==> config.mk <==
export PLATFORM = sky130hd
export DESIGN_NAME = led_pattern_sequencer
export DESIGN_NICKNAME = d
export VERILOG_FILES = /design/src/hdl/lps_pkg.sv /design/src/hdl/led_pattern_sequencer.sv
export SDC_FILE = /design/constraint.sdc
export NUM_CORES = 1
export LEC_CHECK = 0
export BUFFER_PORTS_ARGS = -buffer_cell sky130_fd_sc_hd__buf_2
export CORE_MARGIN = 3
export CORE_UTILIZATION = 50
export DETAILED_ROUTE_END_ITERATION = 12
export GPL_TIMING_DRIVEN = 0
export PLACE_DENSITY_LB_ADDON = 0.08
export SLEW_MARGIN = 30
export SYNTH_ARGS = -nofsm -noshare
export SYNTH_HDL_FRONTEND = slang
export SYNTH_SLANG_ARGS = --single-unit
==> constraint.sdc <==
create_clock -name clk -period 7.85 [get_ports clk]
set_input_delay 0.3925 -clock clk [delete_from_list [all_inputs] [get_ports clk]]
set_output_delay 0.3925 -clock clk [all_outputs]
set_load 0.005 [all_outputs]
==> src/hdl/lps_pkg.sv <==
package lps_pkg;

  localparam int unsigned LED_W    = 8;
  localparam int unsigned PAT_W    = 3;
  localparam int unsigned STEP_W   = 4;
  localparam int unsigned PERIOD_W = 10;
  localparam int unsigned OUT_TDATA_W = 16;
  localparam int unsigned IN_TDATA_W  = 8;

  // configuration register indexes
  localparam logic CFG_SHIFT_PERIOD  = 1'b0;
  localparam logic CFG_FLOWER_PERIOD = 1'b1;

  localparam logic [PERIOD_W-1:0] SHIFT_PERIOD_RST  = 10'd100;
  localparam logic [PERIOD_W-1:0] FLOWER_PERIOD_RST = 10'd200;
  localparam logic [PERIOD_W-1:0] MS_MAX            = 10'h3ff;

  // request kinds (in_tuser)
  localparam logic OP_TICK    = 1'b0;
  localparam logic OP_ADVANCE = 1'b1;

  // pattern codes
  localparam logic [PAT_W-1:0] PAT_DOT_LEFT    = 3'd0;
  localparam logic [PAT_W-1:0] PAT_DOT_RIGHT   = 3'd1;
  localparam logic [PAT_W-1:0] PAT_BAR_LEFT    = 3'd2;
  localparam logic [PAT_W-1:0] PAT_BAR_RIGHT   = 3'd3;
  localparam logic [PAT_W-1:0] PAT_FLOWER_OUT  = 3'd4;
  localparam logic [PAT_W-1:0] PAT_FLOWER_IN   = 3'd5;

  localparam logic [STEP_W-1:0] SHIFT_LAST  = 4'd7;
  localparam logic [STEP_W-1:0] FLOWER_LAST = 4'd4;

  localparam logic [LED_W-1:0] LED_LSB      = 8'h01;
  localparam logic [LED_W-1:0] LED_MSB      = 8'h80;
  localparam logic [LED_W-1:0] LED_MID_HI   = 8'h10;
  localparam logic [LED_W-1:0] LED_MID_LO   = 8'h08;
  localparam logic [LED_W-1:0] LED_HI_HALF  = 8'hf0;
  localparam logic [LED_W-1:0] LED_LO_HALF  = 8'h0f;

endpackage

==> src/hdl/led_pattern_sequencer.sv <==
// Channel | Dir | Signals                     | Contents
// in_     | in  | tvalid tready tdata tuser   | tuser: op; tdata: use_manual
// out_    | out | tvalid tready tdata         | tdata: led, active_pattern
// cfg_    | in  | we addr wdata               | 0 shift period, 1 flower period
//
// One request per cycle: the counter compare and the pattern step are done in
// the cycle the request is taken, the result lands in the output register.
// A full output register that is being drained still lets a new request in, so
// out_tready low is the only thing that stalls.
// Reset (synchronous, rst_n low) clears counters, step indexes and LEDs and
// loads the default periods.
module led_pattern_sequencer #(
  parameter int unsigned PATTERNS = 6
) (
  input  logic        clk,
  input  logic        rst_n,
  input  logic        in_tvalid,
  output logic        in_tready,
  input  logic [7:0]  in_tdata,    // [0] use_manual, [7:1] zero
  input  logic [0:0]  in_tuser,    // [0] op
  output logic        out_tvalid,
  input  logic        out_tready,
  output logic [15:0] out_tdata,   // [7:0] led, [10:8] active_pattern, [15:11] zero
  input  logic        cfg_we,
  input  logic [0:0]  cfg_addr,
  input  logic [9:0]  cfg_wdata
);

  localparam int unsigned IDX_W = (PATTERNS > 1) ? $clog2(PATTERNS) : 1;
  localparam logic [lps_pkg::PAT_W-1:0] PAT_LAST = lps_pkg::PAT_W'(PATTERNS - 1);
  localparam logic [lps_pkg::PAT_W-1:0] PAT_CNT  = lps_pkg::PAT_W'(PATTERNS);

  logic [lps_pkg::PERIOD_W-1:0] shift_period_r, flower_period_r;
  logic [lps_pkg::PERIOD_W-1:0] ms_count_r, ms_count_nxt, ms_inc;
  logic [lps_pkg::PAT_W-1:0]    auto_r, auto_nxt, manual_r, manual_nxt;
  logic [lps_pkg::STEP_W-1:0]   step_r [PATTERNS];
  logic [lps_pkg::STEP_W-1:0]   step_cur, step_nxt;
  logic [lps_pkg::LED_W-1:0]    led_r, led_nxt, led_step;
  logic                         out_valid_r;
  logic [lps_pkg::OUT_TDATA_W-1:0] out_data_r;

  logic                         in_acc, use_manual, is_tick;
  logic [lps_pkg::PAT_W-1:0]    sel_raw, sel;
  logic [IDX_W-1:0]             sel_idx;
  logic                         flower, hit, done, step_we;
  logic [lps_pkg::PERIOD_W-1:0] period;
  logic [2:0]                   sh;

  assign in_tready  = !out_valid_r || out_tready;
  assign in_acc     = in_tvalid && in_tready;
  assign use_manual = in_tdata[0];
  assign is_tick    = (in_tuser[0] == lps_pkg::OP_TICK);

  assign ms_inc  = (ms_count_r == lps_pkg::MS_MAX) ? ms_count_r
                                                   : ms_count_r + 10'd1;
  assign sel_raw = use_manual ? manual_r : auto_r;
  assign sel     = (sel_raw >= PAT_CNT) ? '0 : sel_raw;
  assign sel_idx = sel[IDX_W-1:0];
  assign flower  = (sel >= lps_pkg::PAT_FLOWER_OUT);
  assign period  = flower ? flower_period_r : shift_period_r;
  assign hit     = (ms_inc >= period);
  assign step_cur = step_r[sel_idx];
  assign done    = step_cur > (flower ? lps_pkg::FLOWER_LAST : lps_pkg::SHIFT_LAST);
  assign sh      = step_cur[2:0];

  always_comb begin
    case (sel)
      lps_pkg::PAT_DOT_LEFT:   led_step = lps_pkg::LED_LSB << sh;
      lps_pkg::PAT_DOT_RIGHT:  led_step = lps_pkg::LED_MSB >> sh;
      lps_pkg::PAT_BAR_LEFT:   led_step = led_r | (lps_pkg::LED_LSB << sh);
      lps_pkg::PAT_BAR_RIGHT:  led_step = led_r | (lps_pkg::LED_MSB >> sh);
      lps_pkg::PAT_FLOWER_OUT: led_step = led_r | (lps_pkg::LED_MID_HI << sh)
                                                | (lps_pkg::LED_MID_LO >> sh);
      default:                 led_step = ((lps_pkg::LED_HI_HALF >> sh) & lps_pkg::LED_HI_HALF)
                                        | ((lps_pkg::LED_LO_HALF << sh) & lps_pkg::LED_LO_HALF);
    endcase
  end

  always_comb begin
    ms_count_nxt = ms_count_r;
    auto_nxt     = auto_r;
    manual_nxt   = manual_r;
    led_nxt      = led_r;
    step_nxt     = step_cur;
    step_we      = 1'b0;
    if (is_tick) begin
      ms_count_nxt = ms_inc;
      if (hit) begin
        ms_count_nxt = '0;
        step_we      = 1'b1;
        if (done) begin
          step_nxt = '0;
          led_nxt  = '0;
          auto_nxt = (auto_r == PAT_LAST) ? '0 : auto_r + 3'd1;
        end else begin
          step_nxt = step_cur + 4'd1;
          led_nxt  = led_step;
        end
      end
    end else begin
      manual_nxt = (manual_r == PAT_LAST) ? '0 : manual_r + 3'd1;
    end
  end

  always_ff @(posedge clk) begin
    if (!rst_n) begin
      shift_period_r  <= lps_pkg::SHIFT_PERIOD_RST;
      flower_period_r <= lps_pkg::FLOWER_PERIOD_RST;
    end else if (cfg_we) begin
      unique case (cfg_addr[0])
        lps_pkg::CFG_SHIFT_PERIOD:  shift_period_r  <= cfg_wdata;
        lps_pkg::CFG_FLOWER_PERIOD: flower_period_r <= cfg_wdata;
      endcase
    end
  end

  always_ff @(posedge clk) begin
    if (!rst_n) begin
      ms_count_r  <= '0;
      auto_r      <= '0;
      manual_r    <= '0;
      led_r       <= '0;
      out_valid_r <= 1'b0;
      for (int k = 0; k < PATTERNS; k++) step_r[k] <= '0;
    end else begin
      if (in_acc) begin
        ms_count_r  <= ms_count_nxt;
        auto_r      <= auto_nxt;
        manual_r    <= manual_nxt;
        led_r       <= led_nxt;
        out_valid_r <= 1'b1;
        if (step_we) step_r[sel_idx] <= step_nxt;
      end else if (out_tready) begin
        out_valid_r <= 1'b0;
      end
    end
  end

  always_ff @(posedge clk) begin
    if (in_acc) begin
      out_data_r <= {5'd0, (use_manual ? manual_nxt : auto_nxt), led_nxt};
    end
  end

  assign out_tvalid = out_valid_r;
  assign out_tdata  = out_data_r;

endmodule

==> impl_metrics.yaml, run 1 <==
outcome:
  status: "finished, final reports clean"
grt:
  track_usage_pct: 23.1
  grt_pass1_vias: 3880
  grt_pass1_wl_mm: 20.0
  grt_start_max_net_pins: 19
  antenna_found_initial: 0
  overflow: 0
timing:
  finalSetupViolations: 0
  finalCritPeriodShare_pct: 65.9
  slew_viol_final: 0
  slew_headroom_pct: 40.2
  hold_ws_ns: 0.260
  rsz0062_at_grt: "false"
  tns_ns: 0
  hold_viol: 0
  min_period_ns: 5.18
  skew_ns: 0.0132
  fmax_mhz: 193
  worst_pin_slew_ns: 0.897
  layout_setup_ws_ns: 2.67
final_layout:
  seq_area_sq_um: 2010
  nets: 624
  final_cell_mix: "nand2_1, dfxtp_1, edfxtp_1, nor2_1, buf_2"
  drive_above_1_share_pct: 14.6
  n_fill_cell: 881
  antennaDiodeCount: 0
  final_common_cell: "nand2_1"
  multi_input_comb_area_sq_um: 2580
  syn_to_final_growth_pct: 10.6
yosys:
  synthTopCellsByArea: "edfxtp_1, dfxtp_1, nand2_1, ha_1, mux2i_1"
  synth.top_cell.area_share_pct: 23.1
  syn_area_sq_um: 4810
  avgSynthCellArea_sq_um: 9.04
  ys_warn_count: 0
  netlist-cell-type-count: 65
  synth_edf_count: 37
  async_flop_share_pct: 0
  synthFlopType: "dfxtp_1"
  ys_seq_elements: 82
  synth-seq-area-share_pct: 41.8
  yosys.area.top_type: "edfxtp_1"
  synthCells: 532
cts:
  numCtsBuffers: 9
  cts_sinks: 82
  h-tree-depth: 3
  clk_pin_slew_ns: 0.09
  root_buffer: "clkbuf_8"
  cts_tree: "built"
  ctsHoldBuffers: 0
  post_cts_buffers: 0
  cts_max_path_buffers: 2
  post_cts_resize_count: 0
  clk_latency_ns: 0.36
floorplan:
  io_pins: 43
  die_width_microns: 104
  num_rows: 35
  die_h_microns: 104
  fp.dieArea_sq_um: 10800
  core_sq_um: 9280
  start_util_pct: 51.8
detailed_routing:
  wl_per_cell_microns: 17.2
  remaining_drc_errors: 0
  dr_total_vias: 4079
  viasPerCell: 5.72
  drtIter0Drc: 335
  finalWirelength_mm: 12.2
  ant_nets: 0
  dr.pass1.iters: 4
critical_path:
  cp-start-kind: "flop"
  critPathCaptureType: "flop"
  worst-path-max-fanout: 10
  cp.required_ns: 7.87
  crit_arrival_ns: 5.20
  critPathKind: "reg -> reg"
min_path:
  worstHoldPathType: "in -> reg"
placement:
  portBuffers: 29
  pre_cts_ws_ns: 2.74
  globalplace.congestion: 0.906
  dp_hpwl_mm: 8.92
power_and_ir_drop:
  max-vdd-ir-drop_uv: 106
  power_density_nw_per_um2: 159
  p_leak_uw: 0.00222
job:
  maxCapViolCount: 0
## cell usage after synthesis (5+ instances only)
master and count:
nor2_1 35, a21oi_1 20, and3_1 6, a21boi_0 18
o21a_1 5, dfxtp_1 45, nor3_1 10, nand3b_1 6
edfxtp_1 37, nor3b_1 5, clkbuf_1 20, inv_1 13
a221oi_1 5, a22oi_1 7, nand3_1 22, and2_1 8
buf_4 6, o21ai_0 21, ha_1 20, nand4_1 6
nand2_1 87, mux2i_1 17, a21o_1 7, nor2b_1 21
o221ai_1 5
## cell type report
| type | instances | area share (%) |
|---|---|---|
| multi-input cells | 406 | 48.4 |
| flip-flops and latches | 82 | 37.8 |
| plain buffers | 34 | 3.46 |
| well taps | 129 | 3.03 |
| repair buffers | 30 | 2.82 |
| clock buffers | 9 | 2.33 |
| inverters | 16 | 1.13 |
| clock inverters | 7 | 0.988 |
## cells by family (layout without fill, tap and decap cells)
kind of cell               Yosys count  count (layout)  share of synthesized area, %
other                                1               7                        0.0780
muxes                               21              21                          4.47
AOI/OAI and AO/OA                  126             126                          19.0
adders and majority gates           20              20                          5.20
buffers and inverters               50              96                          5.07
xor gates and xnor gates             7               7                          1.27
and+or+nand+nor                    225             225                          23.1
DFF                                 82              82                          41.8
## sequential cells by signal, indices dropped and copies added, names as in the netlist
signal / count
auto_r: 3
flower_period_r: 10
led_r: 8
manual_r: 3
ms_count_r: 10
out_tdata: 11
out_tvalid: 1
shift_period_r: 10
step_r: 26
## final timing paths
check / to / cells after the start / slack [ns] / start
setup / recovery: step_r[5][1] / 15 / 2.67 / manual_r[1]
hold / removal: shift_period_r[5] / 3 / 0.26 / cfg_wdata[5]
setup reg to reg: step_r[5][1] / 15 / 2.67 / manual_r[1]
hold reg to reg: shift_period_r[8] / 2 / 0.47 / shift_period_r[8]
## worst max-delay path, stage by stage (launching register included)
cell and delay [ns]:
dfxtp_1 0.32, clkbuf_1 0.31, nor2b_1 0.13, a21o_1 0.24, inv_2 0.19, buf_1 0.59, mux2i_1 0.28, ha_1 0.27
a2111oi_0 0.73, nand2b_1 0.12, o21ai_0 0.13, a21oi_1 0.12, clkbuf_1 0.28, nand2_1 0.26, clkbuf_1 0.48, o21ai_0 0.36
## power breakdown
part	switching (uW)	internal, uW	total [uW]
registers	6.40	459	466
clock network	167	117	284
logic	60.5	34.5	95.0
total	234	611	845
## through the flow
stage	power (uW)	std cells	util, %	instance area (sq um)
after floorplan	538	538	-	4830
final	845	713	57.3	5320
after global placement	566	696	55.4	5140
after detailed placement	569	696	55.4	5140
after CTS	849	712	57.3	5320
after global routing	882	713	57.3	5320
## metal layers
metal  up-vias  global-route usage (%)  wire (microns)
met5         -                       0               0
met4         0                    8.83             261
met3        21                    4.35             771
met2       134                    34.5            5400
met1      1910                    33.1            5810
li1       2014                       -               -
No activity file was read; power rests on OpenSTA's default activity.
==> run 2: changes to the inputs <==
ABC_AREA = 1   (was not set)
clock period = 4.4 ns   (was 7.85 ns; I/O delays follow)
==> run 2 against run 1 <==
Net effect: sequential share of layout area grew 0.62 points; via count grew 5.8%; clock-buffer cell count grew 1; die area grew 2.2%; maximum frequency grew 25%; core utilization grew 0.78 points; cell count grew 14%; sequential power grew 91%; first-iteration DRC count shrank 31%; clock skew is essentially flat; critical endpoint is now step_r[1][0]; largest cell class unchanged; highest routed layer unchanged.
==> impl_metrics.yaml, run 2 <==
power_and_ir_drop:
  pwr-share-comb_pct: 20.9
  pwr-share-seq_pct: 48.6
  p_leak_uw: 0.00255
  power.switching_uw: 571
  swShare_pct: 31.2
  internal_power_uw: 1260
  pwr-share-clk_pct: 30.4
  power_density_nw_per_um2: 335
  max-vdd-ir-drop_uv: 181
critical_path:
  cp_slowest_cell: "buf_1"
  worst-path-max-fanout: 10
  cpPeakStageDelay_ns: 0.61
  crit_arrival_ns: 4.20
  critPathKind: "reg -> reg"
  cp.required_ns: 4.46
  worstPathCellList: "inv_1, nand2_1, nand2_4, nor2_8, buf_1, mux2i_1, ha_1, nand2_1, nor2_1, o211ai_1, nand4_1, nand2_1, inv_2, nand2_1, nor2_4, nand4_1, nand2_2"
  crit_path_frequent_cell: "nand2_1"
  cp-start-kind: "flop"
  critPathCaptureType: "flop"
yosys:
  synth-seq-area-share_pct: 42.7
  synth.top_cell.area_share_pct: 24.4
  yosys.area.top_type: "edfxtp_1"
  synth.most_common_cell: "nand2_1"
  synth_edf_count: 40
  syn_area_sq_um: 4920
  synthCells: 629
  avgSynthCellArea_sq_um: 7.83
  synthFlopType: "dfxtp_1"
  ys_warn_count: 0
  synth.top_cells.by_count: "nand2_1, nor2_1, inv_1"
  netlist-cell-type-count: 46
  async_flop_share_pct: 0
  ys_seq_elements: 85
  synthTopCellsByArea: "edfxtp_1, dfxtp_1, nand2_1, nor2_1, ha_1"
final_layout:
  nets: 724
  largest_register_ffs: 29
  drive_above_1_share_pct: 14.2
  top_register: "step_r"
  syn_to_final_growth_pct: 11.1
  final_cell_mix: "nand2_1, nor2_1, inv_1, o21ai_0, dfxtp_1"
  antennaDiodeCount: 0
  final_common_cell: "nand2_1"
  stdcell_count: 813
outcome:
  status: "finished, final reports clean"
timing:
  finalSetupViolations: 0
  slew_viol_final: 0
  min_period_ns: 4.13
  fmax_mhz: 242
  skew_ns: 0.0132
  worst_pin_slew_ns: 0.759
  rsz0062_at_grt: "false"
  slew_headroom_pct: 49.4
  tns_ns: 0
  finalCritPeriodShare_pct: 94.0
  hold_viol: 0
placement:
  dp_hpwl_mm: 8.68
  globalplace.congestion: 0.942
  dp.cells: 797
  portBuffers: 30
cts:
  clk_latency_ns: 0.35
  cts_tree: "built"
  cts_max_path_buffers: 2
  cts_sinks: 85
  h-tree-depth: 3
  ctsHoldBuffers: 0
  clk_pin_slew_ns: 0.09
  numCtsBuffers: 9
  root_buffer: "clkbuf_8"
job:
  maxCapViolCount: 0
detailed_routing:
  drtIter0Drc: 232
  remaining_drc_errors: 0
  wl_per_cell_microns: 14.3
  finalWirelength_mm: 11.6
  viasPerCell: 5.31
  dr.pass1.iters: 4
  ant_nets: 0
  dr_total_vias: 4317
floorplan:
  fp.dieArea_sq_um: 11100
  die_width_microns: 105
  num_rows: 35
  io_pins: 43
  start_util_pct: 52.3
  core_sq_um: 9420
  die_h_microns: 105
grt:
  grt_pass1_wl_mm: 19.5
  grt_pass1_vias: 4061
  grt_start_max_net_pins: 21
  overflow: 0
  antenna_found_initial: 0
  track_usage_pct: 21.8
min_path:
  worstHoldPathType: "in -> reg"
==> run 2: repair_timing <==
item	4_1_cts	5_1_grt
resized for setup	0	2
endpoints found under the setup margin	0	12
setup buffers	0	0
==> run 2: cells by family (layout without fill, tap and decap cells) <==
| kind of cell | Yosys count | after routing | synth area share [%] |
|---|---|---|---|
| AO/OA/AOI/OAI | 99 | 99 | 12.0 |
| XOR/XNOR | 5 | 5 | 0.890 |
| adder cells (fa/ha/maj) | 20 | 20 | 5.08 |
| buffers and inverters | 91 | 137 | 7.83 |
| flip-flops | 85 | 85 | 42.7 |
| multiplexers | 9 | 9 | 1.83 |
| other | 1 | 10 | 0.0762 |
| AND/OR/NAND/NOR | 319 | 319 | 29.6 |
==> run 2: power groups by stage <==
stage	logic, uW	registers (uW)	clock network, uW
5_1_grt	433	896	603
3_3_place_gp	371	907	0
6_report	383	890	557
3_5_place_dp	379	908	0
2_1_floorplan	280	905	0
4_1_cts	382	890	570
==> run 2: through the flow <==
step | power (uW) | utilization [%] | hold slack [ns] | area, sq um | worst slack [ns]
after detailed placement | 1290 | 56.0 | 0.441 | 5270 | 0.291
after floorplan | 1180 | - | 0.333 | 4960 | 1.03
after global placement | 1280 | 56.0 | 0.434 | 5270 | 0.359
final | 1830 | 58.1 | 0.0841 | 5470 | 0.265
after global routing | 1930 | 58.1 | 0.0887 | 5470 | 0.0174
after CTS | 1840 | 58.0 | 0.0651 | 5460 | 0.255
==> run 2: path summary, 6_finish.rpt <==
kind,from,depth (start not counted),to,slack (ns)
worst max-delay path,manual_r[2],17,step_r[1][0],0.27
worst min-delay path,cfg_wdata[6],3,flower_period_r[6],0.08
worst max register to register,manual_r[2],17,step_r[1][0],0.27
worst min register to register,shift_period_r[5],2,shift_period_r[5],0.47
==> run 2: critical path, delay by kind of cell (launching register included) <==
family | cells | cell delay [ns]
simple gates | 11 | 1.87
buf+inv | 3 | 0.89
flops | 1 | 0.38
fa+ha+maj | 1 | 0.35
mux | 1 | 0.24
compound gates | 1 | 0.12
==> run 2: cell type report <==
type / count / area (sq um)
fill: 900 / 3950
multi-input combinational: 462 / 2480
sequential: 85 / 2100
inverter: 71 / 269
tap: 129 / 161
timing repair buffer: 30 / 150
clock buffer: 10 / 128
buffer: 20 / 118
clock inverter: 6 / 63.8
==> run 2: routing by layer <==
metal | global-route usage (%) | up-vias | routed length [microns]
met1 | 30.1 | 2019 | 5330
met5 | 0 | - | 0
li1 | - | 2169 | -
met3 | 3.98 | 14 | 686
met2 | 35.6 | 115 | 5460
met4 | 5.25 | 0 | 149
==> run 3: changes to the inputs <==
CORE_UTILIZATION = 54   (was 50)
==> run 3 against run 2 <==
Net effect: global-route usage up 1.7 points; setup slack improved by 0.17 ns; non-clock buffer count stayed put; core utilization increased by 3.6 points; largest cell class unchanged; largest power group unchanged.
==> impl_metrics.yaml, run 3 (synthesis results as in run 2) <==
outcome:
  status: "finished, final reports clean"
detailed_routing:
  ant_nets: 0
  met1Wirelength_mm: 5.09
  drtIter0Drc: 242
  viasPerCell: 5.49
  remaining_drc_errors: 0
  finalWirelength_mm: 11.5
  wl_per_cell_microns: 14.6
  dr_total_vias: 4348
  met3_length_microns: 743
  routed-wl-met2_mm: 5.46
  routed.top_layer: "met4"
  dr.pass1.iters: 5
final_layout:
  multi_input_comb_area_sq_um: 2470
  syn_to_final_growth_pct: 10.3
  seq_area_sq_um: 2100
  top_register: "step_r"
  final_cell_mix: "nand2_1, nor2_1, inv_1, o21ai_0, dfxtp_1"
  drive_above_1_share_pct: 14.0
  nets: 724
  largest_register_ffs: 29
  final_common_cell: "nand2_1"
  final_area_sq_um: 5430
  n_fill_cell: 805
  antennaDiodeCount: 0
critical_path:
  cpPeakStageDelay_ns: 0.41
  crit_arrival_ns: 4.01
  critPathKind: "reg -> reg"
  cp_slowest_cell: "dfxtp_1"
  critPathCaptureType: "flop"
  cp.required_ns: 4.45
  cpLargestDelayFamily: "simple AND/OR/NAND/NOR gates"
  worstPathCellList: "ha_1, nand2_1, inv_1, nand2_1, nor2_1, nand2_1, nor2_1, inv_1, nor3_2, inv_1, or2_2, nand2_1, ha_1, nand2_1, nor2_1, nand4_1, nand4_1, nand2_1, inv_2, nand2_1, nor2_4, nand4_1, nand2_1"
  path_buf_inv: 4
  reg2reg_slack_ns: 0.44
  worst-path-max-fanout: 9
  crit_path_frequent_cell: "nand2_1"
  cp-start-kind: "flop"
floorplan:
  core_sq_um: 8810
  fp.dieArea_sq_um: 10300
  die_h_microns: 101
  num_rows: 34
  die_width_microns: 101
  io_pins: 43
  start_util_pct: 55.9
power_and_ir_drop:
  p_leak_uw: 0.00255
  max-vdd-ir-drop_uv: 217
  swShare_pct: 31.1
  pwr-share-seq_pct: 49.9
  power.switching_uw: 555
  pwr-share-comb_pct: 21.4
  internal_power_uw: 1230
  total_power_uw: 1790
  power_density_nw_per_um2: 329
  pwr-share-clk_pct: 28.8
grt:
  grt_pass1_vias: 3994
  antenna_found_initial: 0
  track_usage_pct: 23.5
  grt_pass1_wl_mm: 19.1
  grt_start_max_net_pins: 21
  overflow: 0
timing:
  skew_ns: 0.00892
  slew_headroom_pct: 54.9
  layout_setup_ws_ns: 0.435
  fmax_mhz: 252
  finalCritPeriodShare_pct: 90.1
  hold_viol: 0
  finalSetupViolations: 0
  hold_ws_ns: 0.0804
  tns_ns: 0
  slew_viol_final: 0
  rsz0062_at_grt: "false"
  worst_pin_slew_ns: 0.675
  min_period_ns: 3.96
min_path:
  worstHoldPathType: "in -> reg"
cts:
  h-tree-depth: 3
  cts_max_path_buffers: 2
  numCtsBuffers: 9
  cts_tree: "built"
  cts_sinks: 85
  ctsHoldBuffers: 0
  clk_latency_ns: 0.35
  clk_pin_slew_ns: 0.08
  root_buffer: "clkbuf_8"
job:
  maxCapViolCount: 0
placement:
  globalplace.congestion: 0.928
  dpl_cell_area_sq_um: 5240
  pre_cts_ws_ns: 0.302
  dp_hpwl_mm: 8.62
  portBuffers: 30
run 3: final timing paths:
check | start | depth (start not counted) | end
max | ms_count_r[0] | 23 | step_r[1][2]
min | cfg_wdata[7] | 3 | flower_period_r[7]
max reg2reg | ms_count_r[0] | 23 | step_r[1][2]
min reg2reg | shift_period_r[5] | 2 | shift_period_r[5]
run 3: tightest hold or removal path, cell delays in order:
cell	delay (ns)
buf_2	0.08
nand2_1	0.05
nand3_1	0.05
run 3: final cells by class:
class / count / area share (%)
Multi-Input combinational cell: 462 / 45.6
Sequential cell: 85 / 38.7
Inverter: 71 / 4.95
Clock buffer: 13 / 2.93
Timing Repair Buffer: 31 / 2.90
Tap cell: 108 / 2.49
Buffer: 19 / 2.10
Clock inverter: 3 / 0.369
run 3: what timing repair did:
item,in CTS,in global routing
resized for setup,0,1
endpoints found under the hold margin,0,0
setup buffers,0,1
endpoints found under the setup margin,0,15
run 3: power groups by stage:
| stage | sequential (uW) | combinational (uW) | clock (uW) |
|---|---|---|---|
| final | 890 | 381 | 514 |
| after global routing | 894 | 430 | 556 |
| after CTS | 891 | 379 | 524 |
| after detailed placement | 909 | 377 | 0 |
| after global placement | 907 | 369 | 0 |
| after floorplan | 905 | 280 | 0 |
run 3: metrics by stage:
step / util, % / cells
4_1_cts: 61.6 / 792
2_1_floorplan: - / 638
3_5_place_dp: 59.5 / 776
3_3_place_gp: 59.5 / 776
6_report: 61.7 / 792
5_1_grt: 61.7 / 792
run 3: layer usage:
metal	global-route usage (%)	vias to the layer above
met5	0	-
met2	38.4	145
li1	-	2169
met1	32.0	2011
met4	6.75	0
met3	4.41	23
